==> config.mk <==
export PLATFORM = sky130hd
export DESIGN_NAME = edf_periodic_task_scheduler_top
export DESIGN_NICKNAME = d
export VERILOG_FILES = /design/src/sv/edfs_pkg.sv /design/src/sv/edfs_alu.sv /design/src/sv/edf_periodic_task_scheduler_top.sv
export SDC_FILE = /design/constraint.sdc
export NUM_CORES = 2
export LEC_CHECK = 0
export BUFFER_PORTS_ARGS = -buffer_cell sky130_fd_sc_hd__buf_2
export CELL_PAD_IN_SITES_DETAIL_PLACEMENT = 1
export CELL_PAD_IN_SITES_GLOBAL_PLACEMENT = 1
export CORE_UTILIZATION = 57
export DETAILED_ROUTE_END_ITERATION = 6
export HOLD_SLACK_MARGIN = 0.1
export PLACE_DENSITY_LB_ADDON = 0.25
export SYNTH_ARGS = -nofsm -noshare
export SYNTH_HDL_FRONTEND = slang
export SYNTH_SLANG_ARGS = --single-unit
==> constraint.sdc <==
create_clock -name clk -period 24.8 [get_ports clk]
set_clock_uncertainty 0.2 [all_clocks]
set_input_delay 4.96 -clock clk [delete_from_list [all_inputs] [get_ports clk]]
set_output_delay 4.96 -clock clk [all_outputs]
set_load 0.005 [all_outputs]
==> src/sv/edfs_pkg.sv <==
// Shared types and constants of the EDF periodic task scheduler.
`default_nettype none

package edfs_pkg;

  // Field widths.
  localparam int CMD_W   = 3;
  localparam int SLOT_W  = 4;
  localparam int DL_W    = 48;
  localparam int PER_W   = 32;
  localparam int STAT_W  = 2;
  localparam int IN_W    = 88;
  localparam int OUT_W   = 16;

  typedef logic [CMD_W-1:0]  cmd_t;
  typedef logic [1:0]        tstate_t;
  typedef logic [STAT_W-1:0] status_t;
  typedef logic [1:0]        alu_op_t;

  // Event codes.
  localparam cmd_t CMD_NEW   = 3'd0;
  localparam cmd_t CMD_TERM  = 3'd1;
  localparam cmd_t CMD_READY = 3'd2;
  localparam cmd_t CMD_BLOCK = 3'd3;
  localparam cmd_t CMD_DONE  = 3'd4;
  localparam cmd_t CMD_ACT   = 3'd5;

  // Task slot states.
  localparam tstate_t TS_FREE    = 2'd0;
  localparam tstate_t TS_ACTIVE  = 2'd1;
  localparam tstate_t TS_BLOCKED = 2'd2;
  localparam tstate_t TS_TIMED   = 2'd3;

  // Result status codes.
  localparam status_t ST_OK      = 2'd0;
  localparam status_t ST_NOT_USE = 2'd1;
  localparam status_t ST_IN_USE  = 2'd2;

  // Shared adder operations.
  localparam alu_op_t ALU_NOW_PIN  = 2'd0; // now + request period
  localparam alu_op_t ALU_NOW_PMEM = 2'd1; // now + stored period
  localparam alu_op_t ALU_DL_PMEM  = 2'd2; // stored deadline + stored period
  localparam alu_op_t ALU_CMP      = 2'd3; // candidate deadline - best deadline

endpackage

`default_nettype wire

==> src/sv/edfs_alu.sv <==
// Shared 48-bit adder used for deadline updates and for the deadline compare.
`default_nettype none

module edfs_alu (
  input  edfs_pkg::alu_op_t             op,
  input  logic [edfs_pkg::DL_W-1:0]     now,
  input  logic [edfs_pkg::PER_W-1:0]    period_in,
  input  logic [edfs_pkg::DL_W-1:0]     dl,
  input  logic [edfs_pkg::PER_W-1:0]    per,
  input  logic [edfs_pkg::DL_W-1:0]     best_dl,
  output logic [edfs_pkg::DL_W-1:0]     sum,
  output logic                          earlier
);
  import edfs_pkg::*;

  logic [DL_W-1:0] a;
  logic [DL_W-1:0] b;
  logic            cin;

  always_comb begin
    a   = dl;
    b   = DL_W'(per);
    cin = 1'b0;
    case (op)
      ALU_NOW_PIN: begin
        a = now;
        b = DL_W'(period_in);
      end
      ALU_NOW_PMEM: begin
        a = now;
        b = DL_W'(per);
      end
      ALU_DL_PMEM: begin
        a = dl;
        b = DL_W'(per);
      end
      ALU_CMP: begin
        a   = dl;
        b   = ~best_dl;
        cin = 1'b1;
      end
      default: begin
        a = dl;
        b = DL_W'(per);
      end
    endcase
  end

  assign sum = a + b + DL_W'(cin);

  // Serial order: the candidate is earlier when the wrapped difference is negative.
  assign earlier = sum[DL_W-1];

endmodule

`default_nettype wire

==> src/sv/edf_periodic_task_scheduler_top.sv <==
// Top level of the earliest-deadline-first periodic task scheduler.
`default_nettype none

// Each request carries one scheduling event (new, terminate, ready, block,
// work done or periodic activation) for one task slot, and produces exactly
// one result that reports the status of the event and any activate and
// suspend actions needed because the earliest-deadline active task changed.
// Deadlines are 48-bit tick counts compared in serial order, so they may wrap.
// The block works on one request at a time. The selection scan reads one
// slot's deadline per cycle from the deadline memory and feeds it through
// the single shared 48-bit adder that also computes the new deadlines.
// The result sits in an output register, so the next request can be taken
// while it waits; the block only holds in its final step when the previous
// result is still untaken. Slot numbers at or above SLOTS report "slot not
// in use". Deadline and period storage is not cleared by reset; only the
// slot states are.

module edf_periodic_task_scheduler_top #(
  parameter int SLOTS = 16
) (
  input  logic                         clk,
  input  logic                         rst_n,
  // in_tdata fields from bit 0: cmd[2:0], slot[6:3], now[54:7], period[86:55]
  input  logic                         in_tvalid,
  output logic                         in_tready,
  input  logic [edfs_pkg::IN_W-1:0]    in_tdata,
  // out_tdata fields from bit 0: status[1:0], accepted[2], activate_valid[3],
  // activate_slot[7:4], suspend_valid[8], suspend_slot[12:9], deadline_missed[13]
  output logic                         out_tvalid,
  input  logic                         out_tready,
  output logic [edfs_pkg::OUT_W-1:0]   out_tdata
);
  import edfs_pkg::*;

  localparam int SW = (SLOTS > 1) ? $clog2(SLOTS) : 1;

  // Sequencer states.
  localparam logic [2:0] S_IDLE  = 3'd0;
  localparam logic [2:0] S_FETCH = 3'd1;
  localparam logic [2:0] S_UPD   = 3'd2;
  localparam logic [2:0] S_SCAN  = 3'd3;
  localparam logic [2:0] S_LAST  = 3'd4;
  localparam logic [2:0] S_FIN   = 3'd5;

  logic [2:0]        state_r, state_nxt;

  // Request payload.
  cmd_t              cmd_r;
  logic [SLOT_W-1:0] slot_r;
  logic [DL_W-1:0]   now_r;
  logic [PER_W-1:0]  per_in_r;
  logic [SW-1:0]     slot_idx;
  logic              in_range;

  // Slot table.
  tstate_t           task_state_r [SLOTS];
  logic [DL_W-1:0]   dl_mem [SLOTS];
  logic [PER_W-1:0]  per_mem [SLOTS];
  logic [DL_W-1:0]   dl_q_r;
  logic [PER_W-1:0]  per_q_r;
  logic [SW-1:0]     rd_addr;
  logic              ts_we, dl_we, per_we;
  tstate_t           ts_wdata;
  tstate_t           cur_st;

  // Scan.
  logic [SW-1:0]     cnt_r, cnt_nxt;
  logic              cmp_v_r, cmp_v_nxt;
  logic [SW-1:0]     cmp_idx_r, cmp_idx_nxt;
  logic              cmp_act_r, cmp_act_nxt;
  logic              best_v_r, best_v_nxt;
  logic [SW-1:0]     best_idx_r, best_idx_nxt;
  logic [DL_W-1:0]   best_dl_r, best_dl_nxt;

  // Running task and result fields.
  logic              run_v_r, run_v_nxt;
  logic [SW-1:0]     run_slot_r, run_slot_nxt;
  status_t           status_r, status_nxt;
  logic              acc_r, acc_nxt;
  logic              miss_r, miss_nxt;
  logic              out_tvalid_r, out_tvalid_nxt;
  logic [OUT_W-1:0]  out_data_r, out_data_nxt;

  // Shared adder.
  alu_op_t           alu_op;
  logic [DL_W-1:0]   alu_sum;
  logic              alu_earlier;

  logic              in_fire;
  logic              change;
  logic              act_v, sus_v;
  logic [SLOT_W-1:0] act_s, sus_s;

  assign in_tready  = (state_r == S_IDLE);
  assign in_fire    = in_tvalid && in_tready;
  assign out_tvalid = out_tvalid_r;
  assign out_tdata  = out_data_r;

  assign slot_idx = SW'(slot_r);
  assign in_range = int'(slot_r) < SLOTS;
  assign cur_st   = task_state_r[slot_idx];
  assign rd_addr  = (state_r == S_SCAN) ? cnt_r : slot_idx;

  edfs_alu u_alu (
    .op        (alu_op),
    .now       (now_r),
    .period_in (per_in_r),
    .dl        (dl_q_r),
    .per       (per_q_r),
    .best_dl   (best_dl_r),
    .sum       (alu_sum),
    .earlier   (alu_earlier)
  );

  // Request payload capture.
  always_ff @(posedge clk) begin
    if (in_fire) begin
      cmd_r    <= in_tdata[2:0];
      slot_r   <= in_tdata[6:3];
      now_r    <= in_tdata[54:7];
      per_in_r <= in_tdata[86:55];
    end
  end

  // Deadline and period memories: one write port, one registered read port.
  always_ff @(posedge clk) begin
    if (dl_we) begin
      dl_mem[slot_idx] <= alu_sum;
    end
    dl_q_r <= dl_mem[rd_addr];
  end

  always_ff @(posedge clk) begin
    if (per_we) begin
      per_mem[slot_idx] <= per_in_r;
    end
    per_q_r <= per_mem[rd_addr];
  end

  // Slot states reset to free.
  always_ff @(posedge clk) begin
    if (!rst_n) begin
      for (int i = 0; i < SLOTS; i++) begin
        task_state_r[i] <= TS_FREE;
      end
    end else if (ts_we) begin
      task_state_r[slot_idx] <= ts_wdata;
    end
  end

  // Event update: decides status, slot state and deadline writes.
  always_comb begin
    ts_we      = 1'b0;
    ts_wdata   = TS_ACTIVE;
    dl_we      = 1'b0;
    per_we     = 1'b0;
    status_nxt = status_r;
    acc_nxt    = acc_r;
    miss_nxt   = miss_r;
    alu_op     = ALU_CMP;

    if (state_r == S_UPD) begin
      status_nxt = ST_OK;
      acc_nxt    = 1'b0;
      miss_nxt   = 1'b0;
      case (cmd_r)
        CMD_NEW:   alu_op = ALU_NOW_PIN;
        CMD_READY: alu_op = ALU_NOW_PMEM;
        default:   alu_op = ALU_DL_PMEM;
      endcase

      if (cmd_r <= CMD_ACT) begin
        if (!in_range) begin
          status_nxt = ST_NOT_USE;
        end else if (cmd_r == CMD_NEW) begin
          if (cur_st != TS_FREE) begin
            status_nxt = ST_IN_USE;
          end else begin
            ts_we    = 1'b1;
            ts_wdata = TS_ACTIVE;
            dl_we    = 1'b1;
            per_we   = 1'b1;
            acc_nxt  = 1'b1;
          end
        end else if (cur_st == TS_FREE) begin
          status_nxt = ST_NOT_USE;
        end else begin
          case (cmd_r)
            CMD_TERM: begin
              ts_we    = 1'b1;
              ts_wdata = TS_FREE;
            end
            CMD_READY: begin
              ts_we    = 1'b1;
              ts_wdata = TS_ACTIVE;
              dl_we    = 1'b1;
            end
            CMD_BLOCK: begin
              ts_we    = 1'b1;
              ts_wdata = TS_BLOCKED;
            end
            CMD_DONE: begin
              ts_we    = 1'b1;
              ts_wdata = TS_TIMED;
            end
            CMD_ACT: begin
              // A timed task is released; an active one has overrun its period.
              if (cur_st == TS_TIMED) begin
                ts_we    = 1'b1;
                ts_wdata = TS_ACTIVE;
                dl_we    = 1'b1;
              end else if (cur_st == TS_ACTIVE) begin
                dl_we    = 1'b1;
                miss_nxt = 1'b1;
              end
            end
            default: begin
              ts_we = 1'b0;
            end
          endcase
        end
      end
    end
  end

  // Decision: compare the pick against the running task.
  always_comb begin
    change = (best_v_r != run_v_r) || (best_v_r && (best_idx_r != run_slot_r));
    act_v  = change && best_v_r;
    act_s  = act_v ? SLOT_W'(best_idx_r) : '0;
    sus_v  = change && run_v_r && (task_state_r[run_slot_r] != TS_BLOCKED);
    sus_s  = sus_v ? SLOT_W'(run_slot_r) : '0;
  end

  // Sequencer, scan and result register.
  always_comb begin
    state_nxt      = state_r;
    cnt_nxt        = cnt_r;
    cmp_v_nxt      = (state_r == S_SCAN);
    cmp_idx_nxt    = cnt_r;
    cmp_act_nxt    = (task_state_r[cnt_r] == TS_ACTIVE);
    best_v_nxt     = best_v_r;
    best_idx_nxt   = best_idx_r;
    best_dl_nxt    = best_dl_r;
    run_v_nxt      = run_v_r;
    run_slot_nxt   = run_slot_r;
    out_tvalid_nxt = out_tvalid_r && !out_tready;
    out_data_nxt   = out_data_r;

    // Compare stage: the deadline read for cmp_idx_r arrives this cycle.
    if (cmp_v_r && cmp_act_r && (!best_v_r || alu_earlier)) begin
      best_v_nxt   = 1'b1;
      best_idx_nxt = cmp_idx_r;
      best_dl_nxt  = dl_q_r;
    end

    case (state_r)
      S_IDLE: begin
        if (in_fire) begin
          state_nxt = S_FETCH;
        end
      end
      S_FETCH: begin
        state_nxt = S_UPD;
      end
      S_UPD: begin
        // Terminating the running task drops it without a suspend.
        if (cmd_r == CMD_TERM && in_range && cur_st != TS_FREE &&
            run_v_r && run_slot_r == slot_idx) begin
          run_v_nxt    = 1'b0;
          run_slot_nxt = '0;
        end
        best_v_nxt = 1'b0;
        cnt_nxt    = '0;
        state_nxt  = S_SCAN;
      end
      S_SCAN: begin
        cnt_nxt = cnt_r + SW'(1);
        if (cnt_r == SW'(SLOTS - 1)) begin
          state_nxt = S_LAST;
        end
      end
      S_LAST: begin
        state_nxt = S_FIN;
      end
      S_FIN: begin
        if (!out_tvalid_r || out_tready) begin
          out_tvalid_nxt = 1'b1;
          out_data_nxt   = {2'b00, miss_r, sus_s, sus_v, act_s, act_v, acc_r, status_r};
          if (change) begin
            run_v_nxt    = best_v_r;
            run_slot_nxt = best_v_r ? best_idx_r : '0;
          end
          state_nxt = S_IDLE;
        end
      end
      default: begin
        state_nxt = S_IDLE;
      end
    endcase
  end

  always_ff @(posedge clk) begin
    if (!rst_n) begin
      state_r      <= S_IDLE;
      cmp_v_r      <= 1'b0;
      best_v_r     <= 1'b0;
      run_v_r      <= 1'b0;
      run_slot_r   <= '0;
      out_tvalid_r <= 1'b0;
    end else begin
      state_r      <= state_nxt;
      cmp_v_r      <= cmp_v_nxt;
      best_v_r     <= best_v_nxt;
      run_v_r      <= run_v_nxt;
      run_slot_r   <= run_slot_nxt;
      out_tvalid_r <= out_tvalid_nxt;
    end
  end

  always_ff @(posedge clk) begin
    cnt_r      <= cnt_nxt;
    cmp_idx_r  <= cmp_idx_nxt;
    cmp_act_r  <= cmp_act_nxt;
    best_idx_r <= best_idx_nxt;
    best_dl_r  <= best_dl_nxt;
    status_r   <= status_nxt;
    acc_r      <= acc_nxt;
    miss_r     <= miss_nxt;
    out_data_r <= out_data_nxt;
  end

  // Between requests the running task is always an active slot.
  a_run_active: assert property (@(posedge clk) disable iff (!rst_n)
    (state_r == S_IDLE && run_v_r) |-> (task_state_r[run_slot_r] == TS_ACTIVE))
    else $error("running task is not active while idle");

  // An activate and a suspend never name the same slot.
  a_act_sus_differ: assert property (@(posedge clk) disable iff (!rst_n)
    (out_tvalid_r && out_data_r[3] && out_data_r[8]) |-> (out_data_r[7:4] != out_data_r[12:9]))
    else $error("activate and suspend name the same slot");

  // An accepted new task always reports an ok status.
  a_acc_ok: assert property (@(posedge clk) disable iff (!rst_n)
    (out_tvalid_r && out_data_r[2]) |-> (out_data_r[1:0] == ST_OK))
    else $error("accepted task with error status");

  // A missed deadline is only reported for an in-use slot.
  a_miss_ok: assert property (@(posedge clk) disable iff (!rst_n)
    (out_tvalid_r && out_data_r[13]) |-> (out_data_r[1:0] == ST_OK && !out_data_r[2]))
    else $error("deadline miss reported with error or acceptance");

  // An accepted request starts with the slot fetch.
  a_fetch: assert property (@(posedge clk) disable iff (!rst_n)
    in_fire |=> (state_r == S_FETCH))
    else $error("request accepted without starting the sequence");

endmodule

`default_nettype wire
== Yosys cells after proc, flatten, opt, wreduce, memory -nomap -nowiden ==
Memory sizes are Yosys's and may differ from the RTL's. A register that Yosys moved wholly into a read port is not among the register bits.
Cells that the tools add are included.
Storage, ports and cells
  bits in writable memories: 1312
  output and inout bits: 18
  bits in registers: 177
  memories kept: 3
  word-level logic and storage cells: 154
Operators by class
  bitwise gates (word level): 4
  add/subtract/negate cells: 3
  reduce and logical (&&, ||, !) cells: 34
  $lt $le $gt $ge: 1
  equality and inequality tests: 26
  multiplexer cells: 62
Memories
  dl_mem: words 16, bits a word 48, rd ports 1, clocked after Yosys merged registers in 1, wr ports 1, RTL line edf_periodic_task_scheduler_top.sv:57  | logic [DL_W-1:0] dl_mem [SLOTS];
  per_mem: words 16, bits a word 32, rd ports 1, clocked after Yosys merged registers in 1, wr ports 1, RTL line edf_periodic_task_scheduler_top.sv:58  | logic [PER_W-1:0] per_mem [SLOTS];
  task_state_r: words 16, bits a word 2, rd ports 3, clocked after Yosys merged registers in 3, wr ports 16, RTL line edf_periodic_task_scheduler_top.sv:56  | tstate_t task_state_r [SLOTS];
Operator list (count)
  case mux 48 bit (3 select lines): 1
  case mux 48 bit (2 select lines): 1
  adder 48 x 1 -> 48 bit: 1
  adder 48 bit: 1
  inverter 48 bit: 1
  two-way mux 4 bit: 10
  two-way mux 1 bit: 31
  case mux 3 bit (6 select lines): 1
  two-way mux 2 bit: 8
  case mux 4 bit (2 select lines): 2
  equality test 3 x 2 -> 1 bit (second input constant): 4
  equality test 3 bit (second input constant): 4
  logical AND 1 bit: 11
  OR reduction 2 bit: 5
  two-way mux 3 bit: 3
  equality test 2 x 1 -> 1 bit (second input constant): 3
  equality test 2 bit (second input constant): 3
  equality test 3 x 1 -> 1 bit (second input constant): 2
  zero test 3 bit: 2
  != test 2 x 1 -> 1 bit (second input constant): 3
  != test 2 bit (second input constant): 3
  case mux 1 bit (2 select lines): 3
  case mux 2 bit (3 select lines): 1
  nonzero test 2 bit: 3
  other kinds (16): 23

== Longest topological paths before layout ==
  word-level depth: 12
  gate-level depth with buffers: 25
  gate-level depth less buffers: 21

== Modules after synthesis ==
Synthesis repeated with hierarchy kept, for this count alone.
Second synthesis, totals
  cell total of the unflattened synthesis: 3198
  area total of the unflattened synthesis: 62721.4 um2
Modules (own cells, without submodules)
  edf_periodic_task_scheduler_top: sequential area each 46394.5 um2, cells an instance 2579, times used 1, area an instance 58554.9 um2
  edfs_alu: sequential area each 0.0 um2, cells an instance 619, times used 1, area an instance 4166.5 um2

== Worst setup path before layout ==
No wires, ideal clock.
  path kind: input -> register
  start: in in_tvalid
  end: reg (tool-made name)
  setup slack: 16.423 ns
  arrival: 8.048 ns
  library setup time: 0.129 ns
  stages on the path: 3
  path buffers: 1
  path through: and2_1 > clkbuf_1 > mux2_2
RTL lines
  start: declaration: RTL line edf_periodic_task_scheduler_top.sv:24  | input logic in_tvalid,

== Final worst setup path ==
  start: reg state_r[2]
  end: reg best_dl_r[3], enable pin
On the way
  word-level cells in the longest chain between the ends: 9
Ends and longest elaborated chain
  start: declaration: RTL line edf_periodic_task_scheduler_top.sv:45  | logic [2:0] state_r, state_nxt;
  start signal: assignment: RTL line edf_periodic_task_scheduler_top.sv:312  | state_r <= state_nxt;
  equality test 3 x 2 -> 1 bit (*): RTL line edf_periodic_task_scheduler_top.sv:162  | if (state_r == S_UPD) begin
  two-way mux 2 bit (*): RTL line edf_periodic_task_scheduler_top.sv:162
  equality test 2 x 1 -> 1 bit, or another cell as far along: RTL line edfs_alu.sv:24  | case (op)
  OR reduction 2 bit (no source line)
  case mux 48 bit (3 select lines) or case mux 48 bit (2 select lines) (tied branches): RTL line edfs_alu.sv:24
  adder 48 bit: RTL line edfs_alu.sv:49  | assign sum = a + b + DL_W'(cin);
  adder 48 x 1 -> 48 bit (*): RTL line edfs_alu.sv:49
  logical OR 1 bit (*): RTL line edf_periodic_task_scheduler_top.sv:251  | if (cmp_v_r && cmp_act_r && (!best_v_r || alu_earlier)) begin
  logical AND 1 bit (*): RTL line edf_periodic_task_scheduler_top.sv:251
  end signal: assignment: RTL line edf_periodic_task_scheduler_top.sv:326  | best_dl_r <= best_dl_nxt;
  end: declaration: RTL line edf_periodic_task_scheduler_top.sv:73  | logic [DL_W-1:0] best_dl_r, best_dl_nxt;
Mark *: on every way between the ends. The rest lies on a longest branch, timed or not.
A chain may end at the register's enable or synchronous reset.

==> run summary <==
Pins Over Slew Limit -> 0
IO Pins -> 110
Initial Utilization -> 57.9%
internal power of the cells -> 4.93 mW
Die Span Y -> 338 um
Clock Tree Buf Depth -> 3
Hold WC Path Type -> flop to flop
layout net count -> 4894
CTS tree -> built
Inserted Diodes -> 0
max-cap violation count -> 0
unrepaired setup endpoints after global routing -> false
ratio of cells with drive above 1 in the final layout -> 10.9%
Resized cells post-CTS -> 0
Sw Share -> 26.7%
slowest stage cell, crit path -> a211oi_1
final setup violation count -> 0
CP required -> 24990 ps
Final Hold Viols -> 0
root buffer cell -> clkbuf_16
yosys warns -> 0
main combinational cell family by area after synthesis -> compound AO/OA/AOI/OAI gates
Vias/cell -> 6.51
cell area after layout -> 0.0717 mm2
cells after synthesis -> 4733
max_slew headroom -> 8.69%
NetSw -> 1.80 mW
placed cell areas -> 0.0664 mm2
EDFF count, synth -> 1473
crit path cell chain -> nand2b_2 > inv_1 > nand2b_1 > inv_2 > nand2_2 > inv_2 > ha_2 > buf_4 > mux2_2 > ha_1 > a21o_1 > a211o_1 > a2bb2oi_1 > a211oi_1 > o21ai_0 > a211oi_1 > mux2i_1 > a21oi_4 > buf_4
Worst Max-Slew Pin Slew -> 1360 ps
Area growth syn-to-layout -> 11.4%
crit path kind -> flop to flop
Synth async-reset ratio -> 0%
first-pass GRT wire length -> 271 mm
CP delay by family, top -> compound AO/OA/AOI/OAI gates
DRC viols -> 0
initial antenna violation count -> 4
Detailed Place HPWL -> 97.9 mm
PD cells -> 93.8 mW/mm2
RePlAce Congestion -> 0.909
Clock Sinks -> 1581
Peak VDD IR -> 0.0695 mV
core area -> 0.111 mm2
Final Routed Wirelength -> 183 mm
Total GRT Usage -> 32.1%
DRT antenna net count -> 0
Synth cell types -> 78
Comb pwr share -> 14.4%
Leak Pwr -> 23.7 nW
H-tree levels -> 4
wire per inst -> 28.7 um
CTS Buf Count -> 160
grt ovf -> 0
largest net degree at the start of global routing -> 206
Worst setup SP type -> flop
Synth Area per Inst -> 13.6 um2
Setup crit end kind -> flop
Cell Area, Synth -> 0.0644 mm2
Compound-Gate Fraction of Synth Area -> 12.3%
slowest stage delay, CP -> 780 ps
status -> completed
Yosys reg bits -> 1581
Worst-path clk slew -> 60 ps
Site Rows -> 122
DRT Pass-1 Iters -> 5
vias in the first global route -> 43500
Worst Path Arrival -> 8490 ps
initial DRC count -> 4050
worst-skew pair later-pin latency -> 770 ps
adder-cell share of the synthesized area -> 0.995%
minimum clock period -> 8300 ps
post-synthesis sequential area ratio -> 72.1%
Worst Path Buf+Inv -> 5
post-route setup TNS -> 0 ps
Tcrit/Tclk final -> 33.5%
final design utilization -> 64.5%
simple logic cell fraction of the synthesized area -> 10.5%
setup repair bufs after CTS -> 0
Top FF cell, synth -> edfxtp_1
CP Max Fanout -> 48
Flop pwr share -> 49.3%
post-synthesis xor/xnor area fraction -> 0.612%
Hold-fix buffers, CTS -> 0
Clock power frac -> 36.3%
die width -> 338 um
mux cell area share after synthesis -> 1.23%
die area -> 0.114 mm2
via count -> 41500
Max Freq -> 120 MHz
Port Buf Inserts -> 106
path summary, 6_finish.rpt:
path                                    from            end  slack (ps)  depth (start not counted)
worst min register to register  cmp_idx_r[3]  best_idx_r[3]         200                          0
worst max-delay path              state_r[2]   best_dl_r[3]       16500                         19
worst min-delay path            cmp_idx_r[3]  best_idx_r[3]         200                          0
worst max register to register    state_r[2]   best_dl_r[3]       16500                         19
registers in the layout (all words and copies together) (netlist names), 32 cells and up, named ones only:
signal	cells
task_state_r	32
per_in_r	32
per_q_r	32
dl_q_r	48
now_r	48
dl_mem	768
per_mem	512
best_dl_r	48
stage by stage:
stage / power (mW) / std cells / worst slack, ps / hold slack (ps)
global route: 6.91 / 6372 / 16250 / 213
detailed placement: 4.30 / 6078 / 16640 / 191
global placement: 4.23 / 6078 / 16720 / 188
CTS: 6.73 / 6372 / 16600 / 206
finish: 6.72 / 6372 / 16500 / 204
floorplan: 3.95 / 4734 / 16420 / 186
synth_stat cells, types with 8 or more instances:
cell type,number,share of area (%)
nand3_1,28,0.22
nand2b_1,12,0.12
dfxtp_1,108,3.4
xor2_1,22,0.30
nand4_1,8,0.078
o21ai_0,88,0.68
a21o_1,33,0.38
nor3_1,19,0.15
a31oi_1,176,1.7
inv_1,38,0.22
and2_1,325,3.2
buf_1,26,0.15
nor2_1,129,0.75
buf_2,49,0.38
mux4_2,10,0.35
xnor2_1,23,0.31
nor2b_1,15,0.15
and3_1,15,0.15
nor3b_1,21,0.24
clkbuf_1,243,1.4
edfxtp_1,1473,69
a311oi_1,166,2.3
ha_1,48,0.93
a21oi_1,222,1.7
mux2_2,38,0.66
mux2i_1,11,0.17
a211oi_1,406,4.7
nand2_1,872,5.1
cell usage in the layout (no fill, tap or decap), types with 38 or more instances in the layout:
| cell | n |
|---|---|
| edfxtp_1 | 1473 |
| a211oi_1 | 406 |
| a21oi_1 | 221 |
| clkbuf_16 | 165 |
| o21ai_0 | 88 |
| dfxtp_1 | 108 |
| and2_1 | 324 |
| a311oi_1 | 166 |
| nand2_1 | 871 |
| buf_4 | 72 |
| ha_1 | 47 |
| a31oi_1 | 176 |
| nor2_1 | 97 |
| mux2_2 | 38 |
| buf_2 | 106 |
final cells by class:
cell class,count,area [um2]
clock buffers,215,4460
fillers,10200,39600
flip-flops and latches,1581,46400
inverters,38,143
well taps,1488,1860
multi-input cells,2788,16900
clock inverters,79,810
repair buffers,183,1170
layer usage:
metal	share of wire (%)	global-route usage (%)	vias up
li1	-	-	18000
met1	40	42.4	21300
met2	50	54.0	1743
met4	3.6	12.5	2
met5	0.0087	0	-
met3	6.8	4.66	415
logic make-up after synthesis:
group / Yosys count
AOI/OAI and AO/OA: 1151
other: 1
muxes: 61
buffers and inverters: 365
and+or+nand+nor: 1479
DFF: 1581
xor gates and xnor gates: 45
adders and majority gates: 50
power groups by stage:
stage / combinational (mW) / sequential, mW / clock [mW]
after floorplan: 0.620 / 3.33 / 0
final: 0.966 / 3.31 / 2.44
after detailed placement: 0.935 / 3.37 / 0
after global placement: 0.874 / 3.36 / 0
after global routing: 1.05 / 3.32 / 2.55
after CTS: 0.954 / 3.31 / 2.46
Note: power is estimated with default switching activity, not from simulation.
